### src/bpc_pkg.sv
package bpc_pkg;

  localparam int DivW = 32;

  typedef struct packed {
    logic [15:0] raw_temperature;
    logic [23:0] raw_pressure;
  } in_item_t;

  typedef struct packed {
    logic signed [31:0] temperature_tenths;
    logic signed [31:0] pressure_pa;
    logic               divide_error;
  } out_item_t;

  typedef enum logic [1:0] {
    REG_CAL_A = 2'd0,
    REG_CAL_B = 2'd1,
    REG_CAL_C = 2'd2,
    REG_OSS   = 2'd3
  } reg_index_t;

  typedef struct packed {
    logic [31:0] ac1;
    logic [31:0] ac2;
    logic [31:0] ac3;
    logic [31:0] ac4;
    logic [31:0] ac5;
    logic [31:0] ac6;
    logic [31:0] b1;
    logic [31:0] b2;
    logic [31:0] mc;
    logic [31:0] md;
    logic [1:0]  oss;
  } coef_t;

  function automatic logic [31:0] sx16(input logic [15:0] v);
    sx16 = {{16{v[15]}}, v};
  endfunction

  function automatic logic [31:0] asr(input logic [31:0] v, input logic [4:0] n);
    asr = 32'($signed(v) >>> n);
  endfunction

endpackage

### src/bpc_udiv.sv
module bpc_udiv (
  input  logic        clk,
  input  logic        rst,
  input  logic        in_valid,
  input  logic [31:0] num,
  input  logic [31:0] den,
  output logic        out_valid,
  output logic [31:0] quo
);
  import bpc_pkg::*;

  logic [DivW-1:0] q_st [DivW+1];
  logic [DivW-1:0] r_st [DivW+1];
  logic [DivW-1:0] d_st [DivW+1];
  logic            v_st [DivW+1];

  always_comb begin
    q_st[0] = num;
    r_st[0] = '0;
    d_st[0] = den;
    v_st[0] = in_valid;
  end

  for (genvar i = 0; i < DivW; i++) begin : g_st
    logic [DivW:0] rs;
    logic [DivW:0] df;
    assign rs = {r_st[i], q_st[i][DivW-1]};
    assign df = rs - {1'b0, d_st[i]};
    always_ff @(posedge clk) begin
      v_st[i+1] <= rst ? 1'b0 : v_st[i];
      d_st[i+1] <= d_st[i];
      if (!df[DivW]) begin
        r_st[i+1] <= df[DivW-1:0];
        q_st[i+1] <= {q_st[i][DivW-2:0], 1'b1};
      end else begin
        r_st[i+1] <= rs[DivW-1:0];
        q_st[i+1] <= {q_st[i][DivW-2:0], 1'b0};
      end
    end
  end

  assign out_valid = v_st[DivW];
  assign quo = q_st[DivW];
endmodule

### config.mk
export PLATFORM = sky130hd
export DESIGN_NAME = bpc_udiv
export DESIGN_NICKNAME = d
export VERILOG_FILES = /design/src/bpc_pkg.sv /design/src/bpc_udiv.sv
export SDC_FILE = /design/constraint.sdc
export NUM_CORES = 2
export LEC_CHECK = 0
export BUFFER_PORTS_ARGS = -buffer_cell sky130_fd_sc_hd__clkbuf_2
export CORE_ASPECT_RATIO = 1.2
export CORE_MARGIN = 10
export CORE_UTILIZATION = 50
export DETAILED_ROUTE_END_ITERATION = 10
export PLACE_DENSITY_LB_ADDON = 0.08
export SLEW_MARGIN = 20
export SYNTH_ARGS = -nofsm -noshare
export SYNTH_HDL_FRONTEND = slang
export SYNTH_SLANG_ARGS = --single-unit
export TNS_END_PERCENT = 5
### constraint.sdc
create_clock -name clk -period 8.7 [get_ports clk]
set_clock_uncertainty 0.15 [all_clocks]
set_input_delay 1.74 -clock clk [delete_from_list [all_inputs] [get_ports clk]]
set_output_delay 1.74 -clock clk [all_outputs]
set_load 0.02 [all_outputs]
==> metrics.md <==
| Metric | Value |
|---|---|
| Worst slew margin relative to its limit | `25.7%` |
| Maximum frequency from static timing analysis | `0.175 GHz` |
| Starting DRC count in detailed routing | `3,348` |
| Reg-to-reg critical path startpoint | `g_st[30].rs[0]` |
| Max Cap Viol | `0` |
| Max incr delay on CP | `0.83 ns` |
| Stages on worst setup path | `15` |
| Ordered cell list for the critical path | `inv_1 > ha_1 > fa_1 > nor2b_1 > o31a_1 > nor4_1 > o21a_1 > nor4_1 > o41ai_2 > o21ai_1 > a41oi_2 > mux2i_1 > nor2_1 > inv_2 > mux2_2` |
| Unique masters post-synth | `96` |
| Type of the worst setup path | `flop to flop` |
| Run status | `completed` |
| Critical-path cell with the highest stage delay | `nor2_1` |
| Max Buffers Root-to-Sink | `4` |
| Post-route fraction of the period consumed by the critical path | `65.5%` |
| Design area | `0.138 mm^2` |
| Family with the most delay on the worst path | `simple AND/OR/NAND/NOR gates` |
| Die footprint | `0.267 mm^2` |
| Post-detailed-route wirelength per cell | `18.1 um` |
| Average footprint of a synthesized cell | `10.5 um^2` |
| Via density | `5.34` |
| Clock slew seen by the registers of the worst setup and hold paths | `0.06 ns` |
| Post-Synthesis Cell Area | `0.123 mm^2` |
| Area delta synth->final | `11.6%` |
| # port buffers | `99` |
| Detailed-route via count | `82,561` |
| Worst-Skew Late Latency | `0.88 ns` |
| Post-CTS Repair Setup Buffers | `0` |
| Transition time of the tightest slew-check pin | `1.11 ns` |
| H-Tree Depth | `5` |
| Initial core utilization | `50.3%` |
| Worst Path Max Fanout | `32` |
| Kind of launch point of the worst setup path | `flop` |
| Flops & latches, synth | `3,040` |
| Synth warn | `0` |
| Floorplan core area | `0.245 mm^2` |
| Pre-Repair DR Iteration Count | `8` |
| CTS Hold Buffers Added | `0` |
| RSZ-0062 raised after global routing | `false` |
| Flop2flop setup slack | `3.00 ns` |
| Clock period minus worst slack | `5.70 ns` |
| Slew Viols, Final | `0` |
| Count of antenna-violating nets left after detailed routing | `0` |
| Buffering stage count on the worst path with inverters included | `2` |
| Total gr overflow | `0` |
| Data arrival at the endpoint of the critical path | `6.27 ns` |
| Asr flop ratio synth | `0%` |
| Sort of element at the end of the critical path | `flop` |
| Cts repair resizes | `0` |
| CTS sink cnt | `3,040` |
| TritonCTS clock tree | `done` |
| Ports | `100` |
| Post-detailed-placement cell area | `0.127 mm^2` |
| Placement row count | `199` |
| Gate count after technology mapping | `11,796` |
| Count of endpoints failing hold in the final timing report | `0` |
| Total DRC errors in the routed layout | `0` |
| Total of endpoints with negative setup slack in the final report | `0` |
| Depth of the worst register-to-register path | `15` |
| Via count of the first global-routing pass | `86,208` |
| Launching element of the worst setup path | `g_st[30].rs[0]` |
| Placer Congestion | `0.888` |
| Setup TNS Final | `0 ns` |
| Worst r2r dst | `g_st[31].rs[18]` |
| Total GRT Usage | `20.3%` |
| First-pass GRT wire length | `442 mm` |
| Die extent in y | `564 um` |
| Cell at the root of the clock tree | `clkbuf_16` |
| Synth Flop Type | `dfxtp_1` |
| Total number of nets in the final design | `13,098` |
| Die boundary width | `473 um` |
| Total detailed-routing wirelength | `281 mm` |
| Type of the most critical hold path | `flop to flop` |
| Power density cells | `459 mW/mm^2` |
| Req. time, crit path | `9.27 ns` |
| EDFF count, synth | `0` |
| Most prevalent standard cell on the critical path | `nor4_1` |
| Fraction of final layout cells with drive strength greater than 1 | `12.2%` |
| Peak VDD IR | `253 uV` |
| Leakage power total | `63.6 nW` |
| Initial antenna violation count | `7` |
| Clock buffer count from CTS | `311` |
| Part of the Yosys area used for sequential elements | `49.3%` |
| Final HPWL from detailed placement | `221 mm` |
| Critical Path Sink | `g_st[31].rs[18]` |
| Largest net degree at the start of global routing | `65` |
==> cell families after synthesis <==
kind of cell,count (synthesis),share of synthesized area [%]
flops,3040,49.3
other cells,1,0.00304
buf+inv,1463,4.66
simple gates,1886,7.54
compound gates,2700,14.1
mux,845,7.83
fa+ha+maj,1023,10.6
xor+xnor,838,5.97
==> power by group <==
| group | switching, mW | total [mW] | internal, mW |
|---|---|---|---|
| logic | 15.4 | 29.4 | 14.0 |
| clock network | 5.42 | 13.4 | 8.01 |
| registers | 2.16 | 20.3 | 18.2 |
==> placed cells by master (no fill, tap or decap), types with 32 or more instances in the layout <==
cell	netlist	final
a211oi_1	61	60
a21o_1	444	444
a21oi_1	814	814
a31oi_1	96	96
and2_1	43	43
and3_1	70	70
and4_1	33	33
buf_4	35	37
clkbuf_1	155	65
clkbuf_16	0	315
clkbuf_2	0	99
clkbuf_8	0	65
clkinv_2	0	45
dfxtp_1	3040	3040
ha_1	993	993
inv_1	1210	1210
mux2_2	708	708
mux2_4	61	61
mux2i_1	69	69
nand2_1	524	524
nand2b_1	87	87
nand3_1	161	161
nand4_1	103	103
nor2_1	432	432
nor2b_1	188	188
nor3_1	96	96
o21a_1	159	159
o21ai_0	540	540
o21bai_1	113	113
o31a_1	51	51
o31ai_1	51	51
or3_1	32	32
xnor2_1	539	523
xor2_1	295	291
==> cell type report <==
type | count | area (um^2)
fill | 20961 | 108000
sequential | 3040 | 60900
multi-input combinational | 7307 | 57100
clock buffer | 445 | 9020
inverter | 1212 | 4550
tap | 3216 | 4020
clock inverter | 102 | 1390
timing repair buffer | 136 | 773
antenna | 12 | 30.0
==> registers in the layout, summed over array words and instances, names as in the netlist <==
name	count
q_st	961
g_st.rs	1023
d_st	992
v_st	31
quo	32
out_valid	1
==> routing by layer <==
| layer | wire length, um | share of wire, % | GRT usage (%) |
|---|---|---|---|
| met2 | 155000 | 55 | 41.1 |
| met1 | 99900 | 36 | 19.1 |
| met3 | 8120 | 2.9 | 2.62 |
| met4 | 17300 | 6.2 | 11.6 |
| met5 | 0 | 0 | 0 |
==> through the flow <==
step	total power, mW	hold slack [ns]	util [%]	setup WS (ns)	std cells
2_1_floorplan	42.9	0.160	-	4.90	11810
3_3_place_gp	49.5	0.160	51.9	2.99	14911
3_5_place_dp	50.0	0.162	51.9	2.92	14911
4_1_cts	63.8	0.160	56.1	2.86	15458
5_1_grt	67.5	0.171	56.1	2.81	15467
6_report	63.2	0.159	56.2	3.00	15470
==> synth_stat cells (33+ instances only) <==
library cell | count | area, um^2
o31a_1 | 51 | 447
xnor2_1 | 539 | 4720
nand4_1 | 103 | 644
a21oi_1 | 814 | 4070
o21ai_0 | 540 | 2700
mux2_2 | 708 | 7970
nor3_1 | 96 | 480
nand3_1 | 161 | 806
a211oi_1 | 61 | 458
inv_1 | 1210 | 4540
mux2i_1 | 69 | 691
o21a_1 | 159 | 1190
a21o_1 | 444 | 3330
dfxtp_1 | 3040 | 60900
buf_4 | 35 | 263
o31ai_1 | 51 | 383
ha_1 | 993 | 12400
nand2_1 | 524 | 1970
mux2_4 | 61 | 916
and2_1 | 43 | 269
clkbuf_1 | 155 | 582
buf_2 | 46 | 230
a31oi_1 | 96 | 601
and4_1 | 33 | 289
o21bai_1 | 113 | 848
xor2_1 | 295 | 2580
and3_1 | 70 | 438
nor2b_1 | 188 | 1180
nor2_1 | 432 | 1620
nand2b_1 | 87 | 544
==> how the worst min path moves through the flow <==
stage                           endpoint       from  depth (start not counted)
final                          q_st[745]  q_st[776]                          0
after floorplan           g_st[10].rs[0]  q_st[766]                          0
after CTS                      d_st[681]  d_st[713]                          0
after global routing           d_st[194]  d_st[226]                          0
after global placement         q_st[821]  q_st[852]                          0
after detailed placement       q_st[570]  q_st[601]                          0
Power figures use the tool's default switching activity.
